## config.mk

```make
export PLATFORM = sky130hd
export DESIGN_NAME = uf2_framer_with_boot_crc
export DESIGN_NICKNAME = d
export VERILOG_FILES = /design/src/uf2bc_pkg.sv /design/src/uf2bc_cfg.sv /design/src/uf2bc_crc.sv /design/src/uf2bc_emit.sv /design/src/uf2_framer_with_boot_crc.sv
export SDC_FILE = /design/constraint.sdc
export NUM_CORES = 1
export LEC_CHECK = 0
export ABC_CLOCK_PERIOD_IN_PS = 5000
export BUFFER_PORTS_ARGS = -buffer_cell sky130_fd_sc_hd__buf_2
export CAP_MARGIN = 20
export CORE_ASPECT_RATIO = 0.8
export CORE_UTILIZATION = 55
export CTS_BUF_LIST = sky130_fd_sc_hd__clkbuf_4 sky130_fd_sc_hd__clkbuf_8 sky130_fd_sc_hd__clkbuf_16
export DETAILED_ROUTE_END_ITERATION = 12
export GPL_TIMING_DRIVEN = 0
export PLACE_DENSITY = 0.77
export SYNTH_ARGS = -nofsm -noshare
export SYNTH_HDL_FRONTEND = slang
export SYNTH_SLANG_ARGS = --single-unit
```

## constraint.sdc

```tcl
create_clock -name i_clk -period 5 [get_ports i_clk]
set_input_delay 0.25 -clock i_clk [delete_from_list [all_inputs] [get_ports i_clk]]
set_output_delay 0.25 -clock i_clk [all_outputs]
set_load 0.01 [all_outputs]
```

## src/uf2bc_pkg.sv

```systemverilog
package uf2bc_pkg;

    // Image and block geometry
    localparam int CRC_SPAN_BYTES      = 252;
    localparam int BLOCK_PAYLOAD_BYTES = 256;
    localparam int WORDS_PER_BLOCK     = BLOCK_PAYLOAD_BYTES / 4;
    localparam int PATCH_WORD          = 63;
    localparam int DATA_AREA_BYTES     = 476;
    localparam int PAD_WORDS           = (DATA_AREA_BYTES - BLOCK_PAYLOAD_BYTES) / 4;
    localparam int ADDR_SHIFT          = $clog2(BLOCK_PAYLOAD_BYTES);
    localparam int IDX_W               = $clog2(WORDS_PER_BLOCK);
    localparam int BLK_W               = 17;
    localparam int PADDR_W             = 4;

    // Fixed words
    localparam logic [31:0] CRC_POLY       = 32'h04C11DB7;
    localparam logic [31:0] CRC_INIT       = 32'hFFFFFFFF;
    localparam logic [31:0] UF2_SIG_HEAD0  = 32'h0A324655;
    localparam logic [31:0] UF2_SIG_HEAD1  = 32'h9E5D5157;
    localparam logic [31:0] UF2_SIG_TAIL   = 32'h0AB16F30;
    localparam logic [31:0] FLAG_FAMILY    = 32'h00002000;
    localparam logic [31:0] BLOCK_DATA_LEN = 32'(BLOCK_PAYLOAD_BYTES);
    localparam logic [31:0] RST_BASE       = 32'h10000000;
    localparam logic [31:0] RST_FAMILY     = 32'hE48BFF56;

    // Output sequence positions within one item
    localparam logic [5:0] SEQ_MAGIC0    = 6'd0;
    localparam logic [5:0] SEQ_MAGIC1    = 6'd1;
    localparam logic [5:0] SEQ_FLAGS     = 6'd2;
    localparam logic [5:0] SEQ_ADDR      = 6'd3;
    localparam logic [5:0] SEQ_SIZE      = 6'd4;
    localparam logic [5:0] SEQ_BLKNUM    = 6'd5;
    localparam logic [5:0] SEQ_BLKCNT    = 6'd6;
    localparam logic [5:0] SEQ_FAMILY    = 6'd7;
    localparam logic [5:0] SEQ_DATA      = 6'd0;
    localparam logic [5:0] SEQ_TRL_MAGIC = 6'(PAD_WORDS + 1);

    // Register indexes
    localparam logic [1:0] REG_RAW    = 2'd0;
    localparam logic [1:0] REG_TOTAL  = 2'd1;
    localparam logic [1:0] REG_BASE   = 2'd2;
    localparam logic [1:0] REG_FAMILY = 2'd3;

    typedef struct packed {
        logic             raw;
        logic [BLK_W-1:0] total;
        logic [31:0]      base;
        logic [31:0]      family;
    } t_cfg;

    typedef struct packed {
        logic [31:0]      word;
        logic             hdr;
        logic             trl;
        logic [BLK_W-1:0] blk;
    } t_job;

    // Effect of a single bit at position p after nbits shift steps
    function automatic logic [31:0] crc_col(int p, int nbits);
        logic [31:0] v;
        v = 32'd1 << p;
        for (int k = 0; k < 32; k++) begin
            if (k < nbits) begin
                v = v[31] ? ((v << 1) ^ CRC_POLY) : (v << 1);
            end
        end
        return v;
    endfunction

    // nb bytes of MSB-first CRC, d holds the first byte in its top bits
    function automatic logic [31:0] crc_bytes(logic [31:0] crc, logic [31:0] d, int nb);
        logic [31:0] x;
        logic [31:0] r;
        logic [31:0] mask;
        int          nbits;
        nbits = 8 * nb;
        mask  = ~(32'hFFFFFFFF >> nbits);
        x     = crc ^ (d & mask);
        r     = x << nbits;
        for (int p = 0; p < 32; p++) begin
            if (mask[p] && x[p]) begin
                r = r ^ crc_col(p, nbits);
            end
        end
        return r;
    endfunction

    // Word update over the leading nbytes bytes of a little-endian word
    function automatic logic [31:0] crc_update(logic [31:0] crc, logic [31:0] w,
                                               logic [2:0] nbytes);
        logic [31:0] d;
        d = {w[7:0], w[15:8], w[23:16], w[31:24]};
        case (nbytes)
            3'd1:    return crc_bytes(crc, d, 1);
            3'd2:    return crc_bytes(crc, d, 2);
            3'd3:    return crc_bytes(crc, d, 3);
            3'd4:    return crc_bytes(crc, d, 4);
            default: return crc;
        endcase
    endfunction

endpackage

```

## src/uf2bc_cfg.sv

```systemverilog
module uf2bc_cfg (
    input  logic                         i_clk,
    input  logic                         i_rst_n,
    input  logic                         psel,
    input  logic                         penable,
    input  logic                         pwrite,
    input  logic [uf2bc_pkg::PADDR_W-1:0] paddr,
    input  logic [31:0]                  pwdata,
    output logic [31:0]                  prdata,
    output logic                         pready,
    output uf2bc_pkg::t_cfg              o_cfg
);

    uf2bc_pkg::t_cfg r_cfg;
    logic [1:0]      w_index;
    logic            w_wr;

    assign pready  = 1'b1;
    assign w_index = paddr[3:2];
    assign w_wr    = psel && penable && pwrite && pready;
    assign o_cfg   = r_cfg;

    // Register writes on the access cycle
    always_ff @(posedge i_clk) begin
        if (!i_rst_n) begin
            r_cfg.raw    <= 1'b0;
            r_cfg.total  <= '0;
            r_cfg.base   <= uf2bc_pkg::RST_BASE;
            r_cfg.family <= uf2bc_pkg::RST_FAMILY;
        end else if (w_wr) begin
            case (w_index)
                uf2bc_pkg::REG_RAW:    r_cfg.raw    <= pwdata[0];
                uf2bc_pkg::REG_TOTAL:  r_cfg.total  <= pwdata[uf2bc_pkg::BLK_W-1:0];
                uf2bc_pkg::REG_BASE:   r_cfg.base   <= pwdata;
                uf2bc_pkg::REG_FAMILY: r_cfg.family <= pwdata;
                default: ;
            endcase
        end
    end

    // Read mux
    always_comb begin
        case (w_index)
            uf2bc_pkg::REG_RAW:    prdata = {31'd0, r_cfg.raw};
            uf2bc_pkg::REG_TOTAL:  prdata = 32'(r_cfg.total);
            uf2bc_pkg::REG_BASE:   prdata = r_cfg.base;
            uf2bc_pkg::REG_FAMILY: prdata = r_cfg.family;
            default:               prdata = '0;
        endcase
    end

endmodule

```

## src/uf2bc_crc.sv

```systemverilog
module uf2bc_crc (
    input  logic            i_clk,
    input  logic            i_rst_n,
    input  logic            i_take,
    input  logic [31:0]     i_image_word,
    input  logic            i_raw,
    output uf2bc_pkg::t_job o_job
);

    localparam logic [8:0] SPAN = 9'(uf2bc_pkg::CRC_SPAN_BYTES);
    localparam logic [uf2bc_pkg::IDX_W-1:0] PATCH_IDX = uf2bc_pkg::IDX_W'(uf2bc_pkg::PATCH_WORD);
    localparam logic [uf2bc_pkg::IDX_W-1:0] LAST_IDX  =
        uf2bc_pkg::IDX_W'(uf2bc_pkg::WORDS_PER_BLOCK - 1);

    logic [31:0]                  r_crc, n_crc;
    logic [uf2bc_pkg::IDX_W-1:0]  r_idx, n_idx;
    logic [uf2bc_pkg::BLK_W-1:0]  r_blk, n_blk;
    logic                         r_done, n_done;
    logic [8:0]                   w_off;
    logic [8:0]                   w_diff;
    logic [2:0]                   w_nbytes;
    logic                         w_patch;
    logic                         w_end;

    // Bytes of this word that fall inside the CRC span
    assign w_off  = {1'b0, r_idx, 2'b00};
    assign w_diff = SPAN - w_off;
    always_comb begin
        if (w_off + 9'd4 <= SPAN) begin
            w_nbytes = 3'd4;
        end else if (w_off >= SPAN) begin
            w_nbytes = 3'd0;
        end else begin
            w_nbytes = w_diff[2:0];
        end
    end

    assign w_patch = !r_done && (r_idx == PATCH_IDX);
    assign w_end   = (r_idx == LAST_IDX);

    // CRC, position and block number for the next word
    always_comb begin
        n_crc  = r_crc;
        n_idx  = r_idx + 1'b1;
        n_blk  = r_blk;
        n_done = r_done;
        if (!r_done && !w_patch) begin
            n_crc = uf2bc_pkg::crc_update(r_crc, i_image_word, w_nbytes);
        end
        if (w_end) begin
            n_idx  = '0;
            n_blk  = r_blk + 1'b1;
            n_done = 1'b1;
        end
    end

    always_ff @(posedge i_clk) begin
        if (!i_rst_n) begin
            r_crc  <= uf2bc_pkg::CRC_INIT;
            r_idx  <= '0;
            r_blk  <= '0;
            r_done <= 1'b0;
        end else if (i_take) begin
            r_crc  <= n_crc;
            r_idx  <= n_idx;
            r_blk  <= n_blk;
            r_done <= n_done;
        end
    end

    // Job for the emitter
    assign o_job.word = w_patch ? r_crc : i_image_word;
    assign o_job.hdr  = !i_raw && (r_idx == '0);
    assign o_job.trl  = !i_raw && w_end;
    assign o_job.blk  = r_blk;

endmodule

```

## src/uf2bc_emit.sv

```systemverilog
module uf2bc_emit (
    input  logic            i_clk,
    input  logic            i_rst_n,
    input  logic            i_take,
    input  uf2bc_pkg::t_job i_job,
    input  uf2bc_pkg::t_cfg i_cfg,
    input  logic            i_out_stall,
    output logic            o_in_stall,
    output logic            o_out_valid,
    output logic [31:0]     o_out_word,
    output logic            o_run_last
);

    uf2bc_pkg::t_job r_job;
    logic            r_job_vld;
    logic [5:0]      r_seq;
    logic            r_out_vld;
    logic [31:0]     r_out_word;
    logic            r_out_last;
    logic            w_out_free;
    logic            w_load;
    logic [31:0]     w_word;
    logic            w_last;
    logic [31:0]     w_addr;

    assign w_out_free = !r_out_vld || !i_out_stall;
    assign w_load     = r_job_vld && w_out_free;
    assign o_in_stall = r_job_vld && !(w_out_free && w_last);
    assign w_addr     = i_cfg.base + (32'(r_job.blk) << uf2bc_pkg::ADDR_SHIFT);

    // Word selection for the current sequence position
    always_comb begin
        w_word = r_job.word;
        w_last = 1'b1;
        if (r_job.hdr) begin
            w_last = 1'b0;
            case (r_seq)
                uf2bc_pkg::SEQ_MAGIC0: w_word = uf2bc_pkg::UF2_SIG_HEAD0;
                uf2bc_pkg::SEQ_MAGIC1: w_word = uf2bc_pkg::UF2_SIG_HEAD1;
                uf2bc_pkg::SEQ_FLAGS:  w_word = uf2bc_pkg::FLAG_FAMILY;
                uf2bc_pkg::SEQ_ADDR:   w_word = w_addr;
                uf2bc_pkg::SEQ_SIZE:   w_word = uf2bc_pkg::BLOCK_DATA_LEN;
                uf2bc_pkg::SEQ_BLKNUM: w_word = 32'(r_job.blk);
                uf2bc_pkg::SEQ_BLKCNT: w_word = 32'(i_cfg.total);
                uf2bc_pkg::SEQ_FAMILY: w_word = i_cfg.family;
                default: begin
                    w_word = r_job.word;
                    w_last = 1'b1;
                end
            endcase
        end else if (r_job.trl) begin
            if (r_seq == uf2bc_pkg::SEQ_DATA) begin
                w_word = r_job.word;
                w_last = 1'b0;
            end else if (r_seq == uf2bc_pkg::SEQ_TRL_MAGIC) begin
                w_word = uf2bc_pkg::UF2_SIG_TAIL;
                w_last = 1'b1;
            end else begin
                w_word = '0;
                w_last = 1'b0;
            end
        end
    end

    // Job slot and output register control
    always_ff @(posedge i_clk) begin
        if (!i_rst_n) begin
            r_job_vld <= 1'b0;
            r_seq     <= '0;
            r_out_vld <= 1'b0;
        end else begin
            if (i_take) begin
                r_job_vld <= 1'b1;
                r_seq     <= '0;
            end else if (w_load && w_last) begin
                r_job_vld <= 1'b0;
            end else if (w_load) begin
                r_seq <= r_seq + 1'b1;
            end
            if (w_load) begin
                r_out_vld <= 1'b1;
            end else if (!i_out_stall) begin
                r_out_vld <= 1'b0;
            end
        end
    end

    // Payload
    always_ff @(posedge i_clk) begin
        if (i_take) begin
            r_job <= i_job;
        end
        if (w_load) begin
            r_out_word <= w_word;
            r_out_last <= w_last;
        end
    end

    assign o_out_valid = r_out_vld;
    assign o_out_word  = r_out_word;
    assign o_run_last  = r_out_last;

endmodule

```

## src/uf2_framer_with_boot_crc.sv

```systemverilog
// Channel  | Direction | Handshake             | Payload
// ---------+-----------+-----------------------+------------------------------
// input    | in        | i_in_valid/o_in_stall | i_image_word
// output   | out       | o_out_valid/i_out_stall | o_out_word, o_run_last
// config   | in        | APB psel/penable      | paddr, pwdata, prdata
//
// An input word is taken in the cycle its job slot frees; it yields 1 output word
// (raw mode or mid-block), 9 (block start) or 57 (block end), one per unstalled cycle
// through the output register, so a full UF2 block of 64 words yields 128 output words.
// Reset is synchronous and clears counters, CRC, valids and the config registers.
// An output stall holds the output register and, once the job slot is busy,
// stalls the input.
module uf2_framer_with_boot_crc (
    input  logic                          i_clk,
    input  logic                          i_rst_n,
    input  logic                          i_in_valid,
    output logic                          o_in_stall,
    input  logic [31:0]                   i_image_word,
    output logic                          o_out_valid,
    input  logic                          i_out_stall,
    output logic [31:0]                   o_out_word,
    output logic                          o_run_last,
    input  logic                          psel,
    input  logic                          penable,
    input  logic                          pwrite,
    input  logic [uf2bc_pkg::PADDR_W-1:0] paddr,
    input  logic [31:0]                   pwdata,
    output logic [31:0]                   prdata,
    output logic                          pready
);

    uf2bc_pkg::t_cfg w_cfg;
    uf2bc_pkg::t_job w_job;
    logic            w_take;

    // Input transfer
    assign w_take = i_in_valid && !o_in_stall;

    uf2bc_cfg u_cfg (
        .i_clk   (i_clk),
        .i_rst_n (i_rst_n),
        .psel    (psel),
        .penable (penable),
        .pwrite  (pwrite),
        .paddr   (paddr),
        .pwdata  (pwdata),
        .prdata  (prdata),
        .pready  (pready),
        .o_cfg   (w_cfg)
    );

    uf2bc_crc u_crc (
        .i_clk        (i_clk),
        .i_rst_n      (i_rst_n),
        .i_take       (w_take),
        .i_image_word (i_image_word),
        .i_raw        (w_cfg.raw),
        .o_job        (w_job)
    );

    uf2bc_emit u_emit (
        .i_clk       (i_clk),
        .i_rst_n     (i_rst_n),
        .i_take      (w_take),
        .i_job       (w_job),
        .i_cfg       (w_cfg),
        .i_out_stall (i_out_stall),
        .o_in_stall  (o_in_stall),
        .o_out_valid (o_out_valid),
        .o_out_word  (o_out_word),
        .o_run_last  (o_run_last)
    );

endmodule

```

==> results.md <==
* Status: finished, final reports clean
* Final worst path period share at between 60% and 70%
* Mapped cell area at roughly 14000 um2
* Setup TNS at 0 ns
* Antenna-violating nets left at 0
* Worst reg2reg path depth at 12
* Via density at between 6 and 7
* Post-synthesis sequential area ratio at a little under two fifths
* Slew Limit Headroom at 22.18%
* Fin cells at a little over 2000
* Synth cell types at 78
* Yosys reg bits at 230
* Gr ovfl total at 0
* Nets at 1773
* Top-level port count at about 140
* WL per Instance at ~24 um
* Max VDD drop at 448.6 uV
* Global-route wire length before repair at slightly above 70000 um
* CTS clk-pin slew, worst paths at roughly 0.070 ns
* Synth Warn # at 0
* Pre-antenna DRT Iters at 6
* Max stage delay on crit path at roughly 0.42 ns
* Maximum clock insertion buffer count at 3
* Die height at between 100 and 150 um
* Most common cell after layout, fill and taps aside: nand2_1
* Die W at 181.6 um
* Port buffer count at 137
* Core ar. at 25310 um2
* Flop2flop setup slack at approximately 1.6 ns
* Max-cap violations at 0
* Inst Count DP at 1941
* Clk Latency, worst-skew pair at approximately 0.53 ns
* Vias after detailed routing at around 12000
* Vias in the first global route at between 10000 and 15000
* RSZ-0062 raised after global routing: false
* FP Rows at between 50 and 60
* Slowest-stage cell, CP: clkbuf_1
* Fillers at a little over 2000
* Clock sink count at between 200 and 250
* CTS root buf: clkbuf_16
* Worst hold slack at 0.009793 ns
* Clock skew at about 0.015 ns
* Layout overhead on the synthesized area at 16.04%
* Avg Synthesized Cell Area at 9.617 um2
* Remaining DRCs at 0
* Die footprint at 26460 um2
* EDFF count, synth at between 80 and 90
* DR iter-0 viols at 1772
* Final Max Tran Viols at 0
* H-tree depth at 1
* HP Class: in2reg
* Pwr/cell area at 618.3 nW/um2
* Syn nets at 1576
* Fmax at between 200 and 300 MHz
* Final hold vios at 0
* Most frequent cells in the layout: nand2_1 (236), xnor2_1 (193), dfxtp_1 (146), buf_2 (141), edfxtp_1 (84)
* Worst-Margin Slew at 1.159 ns
* Synth async-reset ratio at 0%
* Crit Path Class: reg2reg
* Min Clock Period, post-route at 3.367 ns
* Nature of the critical path endpoint: flop
* Gate Count Post-Synth at 1476
* Share of layout cells above drive strength 1 at 17.51%
* Final Setup Violations at 0
* Leak at 6.413 nW
* Total GRT Usage at between 30% and 40%
* Worst endpoint required time at ~5.3 ns
* Main synth FF type: dfxtp_1
* Crit Path Max Fanout at 9
* Post-Route WL at roughly 49000 um
* Final Util at 65.08%
* Total CTS buffers at 23
* Crit start category: flop
* DP HPWL at slightly below 40000 um
* Initial Utilization at around 56%
* Hold path depth at 3
* Inserted Diodes at 0
* Critical path, cell by cell: inv_1, ha_1, clkbuf_1, or4_4, and2_1, clkbuf_1, o21ai_0, clkbuf_2, a21oi_1, nor2_1, a211oi_1, o21ai_0
* Routability cong. at around 1.0
* Crit path DAT at 3.62 ns
* Initial antenna violation count at 1
* Largest net degree at the start of global routing at 34
* Post-cts sizing count at 0
* CTS tree: done
[kinds of logic after synthesis]
group                    Yosys count  share of synthesized area, %
multiplexers                      67                         5.227
flip-flops                       230                         38.36
XOR/XNOR                         285                         20.69
buffers and inverters            103                         3.076
other                              1                       0.02642
AND/OR/NAND/NOR                  457                         14.85
AO/OA/AOI/OAI                    308                         15.51
adder cells (fa/ha/maj)           25                         2.257
[routing by layer]
layer	GRT usage [%]	vias up	wire (um)
met1	56.45	6009	21390
met3	8.133	90	6347
met2	52.44	810	19980
met4	7.797	2	1177
li1	-	5555	-
met5	0	-	13
[state kept, by name (all words and copies together), names as in the netlist]
name and cells:
u_emit.r_job 51, u_emit.o_out_word 32, u_crc.r_crc 32, u_emit.o_out_valid 1
u_crc.r_done 1, u_emit.o_run_last 1, u_cfg.o_cfg 82, u_crc.r_blk 17
u_emit.r_seq 6, u_crc.r_idx 6, u_emit.r_job_vld 1
[critical path: cells and delay by family, from the launching register on]
kind | cells | cell delay [ns]
and+or+nand+nor | 3 | 0.43
DFF | 1 | 0.33
adders and majority gates | 1 | 0.16
buffers and inverters | 4 | 1.16
AOI/OAI and AO/OA | 4 | 1.01
[what timing repair did]
action / in CTS / in global routing
hold buffers: 30 / 0
endpoints found under the hold margin: 45 / 0
buffers inserted: 0 / 0
[report_power, final]
group	total (mW)	leakage, nW	switching [mW]	internal [mW]
registers	2.27	2.00	0.156	2.11
clock network	1.85	0.388	0.789	1.06
logic	6.07	4.02	3.31	2.76
[area by class of cell]
type | count | area (um2) | area share [%]
flip-flops and latches | 230 | 5445 | 33.06
clock inverters | 17 | 193.9 | 1.177
multi-input cells | 1143 | 8330 | 50.57
plain buffers | 84 | 365.4 | 2.218
clock buffers | 25 | 614.3 | 3.730
inverters | 19 | 71.32 | 0.4330
repair buffers | 172 | 1046 | 6.350
well taps | 324 | 405.4 | 2.461
[cell usage after synthesis, types with 4 or more instances]
library cell | n | share of area (%)
a211oi_1 | 7 | 0.37
a21boi_0 | 63 | 3.3
a21o_1 | 7 | 0.37
a21oi_1 | 45 | 1.6
a221o_1 | 8 | 0.56
a221oi_1 | 7 | 0.43
a222oi_1 | 4 | 0.28
a22o_1 | 23 | 1.4
a22oi_1 | 17 | 0.90
a31oi_1 | 6 | 0.26
and2_1 | 25 | 1.1
and3_1 | 11 | 0.48
buf_2 | 4 | 0.14
buf_6 | 5 | 0.40
clkbuf_1 | 72 | 1.9
dfxtp_1 | 146 | 21
edfxtp_1 | 84 | 18
ha_1 | 24 | 2.1
inv_1 | 18 | 0.48
mux2_2 | 47 | 3.7
mux2i_1 | 19 | 1.3
nand2_1 | 236 | 6.2
nand3_1 | 41 | 1.4
nand4_1 | 11 | 0.48
nor2_1 | 68 | 1.8
nor2b_1 | 26 | 1.1
nor3_1 | 14 | 0.49
o211ai_1 | 8 | 0.42
o211ai_2 | 14 | 1.2
o21ai_0 | 58 | 2.0
o21ai_1 | 12 | 0.42
o21bai_1 | 4 | 0.21
o221ai_1 | 4 | 0.25
or3_1 | 6 | 0.26
xnor2_1 | 193 | 12
xnor2_2 | 19 | 2.2
xnor3_1 | 18 | 2.9
xor2_1 | 51 | 3.1
[worst paths after layout]
kind,startpoint,to
hold reg to reg,u_crc.r_blk[16],u_emit.r_job[16]
hold / removal,pwdata[29],u_cfg.o_cfg[29]
setup / recovery,u_emit.r_seq[1],u_emit.o_out_word[27]
setup reg to reg,u_emit.r_seq[1],u_emit.o_out_word[27]
[stage by stage]
stage | setup slack, ns | instance area (um2) | power [mW]
2_1_floorplan | 1.550 | 14190 | 6.742
3_3_place_gp | 1.010 | 15290 | 8.151
3_5_place_dp | 1.686 | 15360 | 8.125
4_1_cts | 1.672 | 16470 | 10.01
5_1_grt | 1.524 | 16470 | 10.51
6_report | 1.633 | 16470 | 10.18
(Power assumes the default switching activity.)
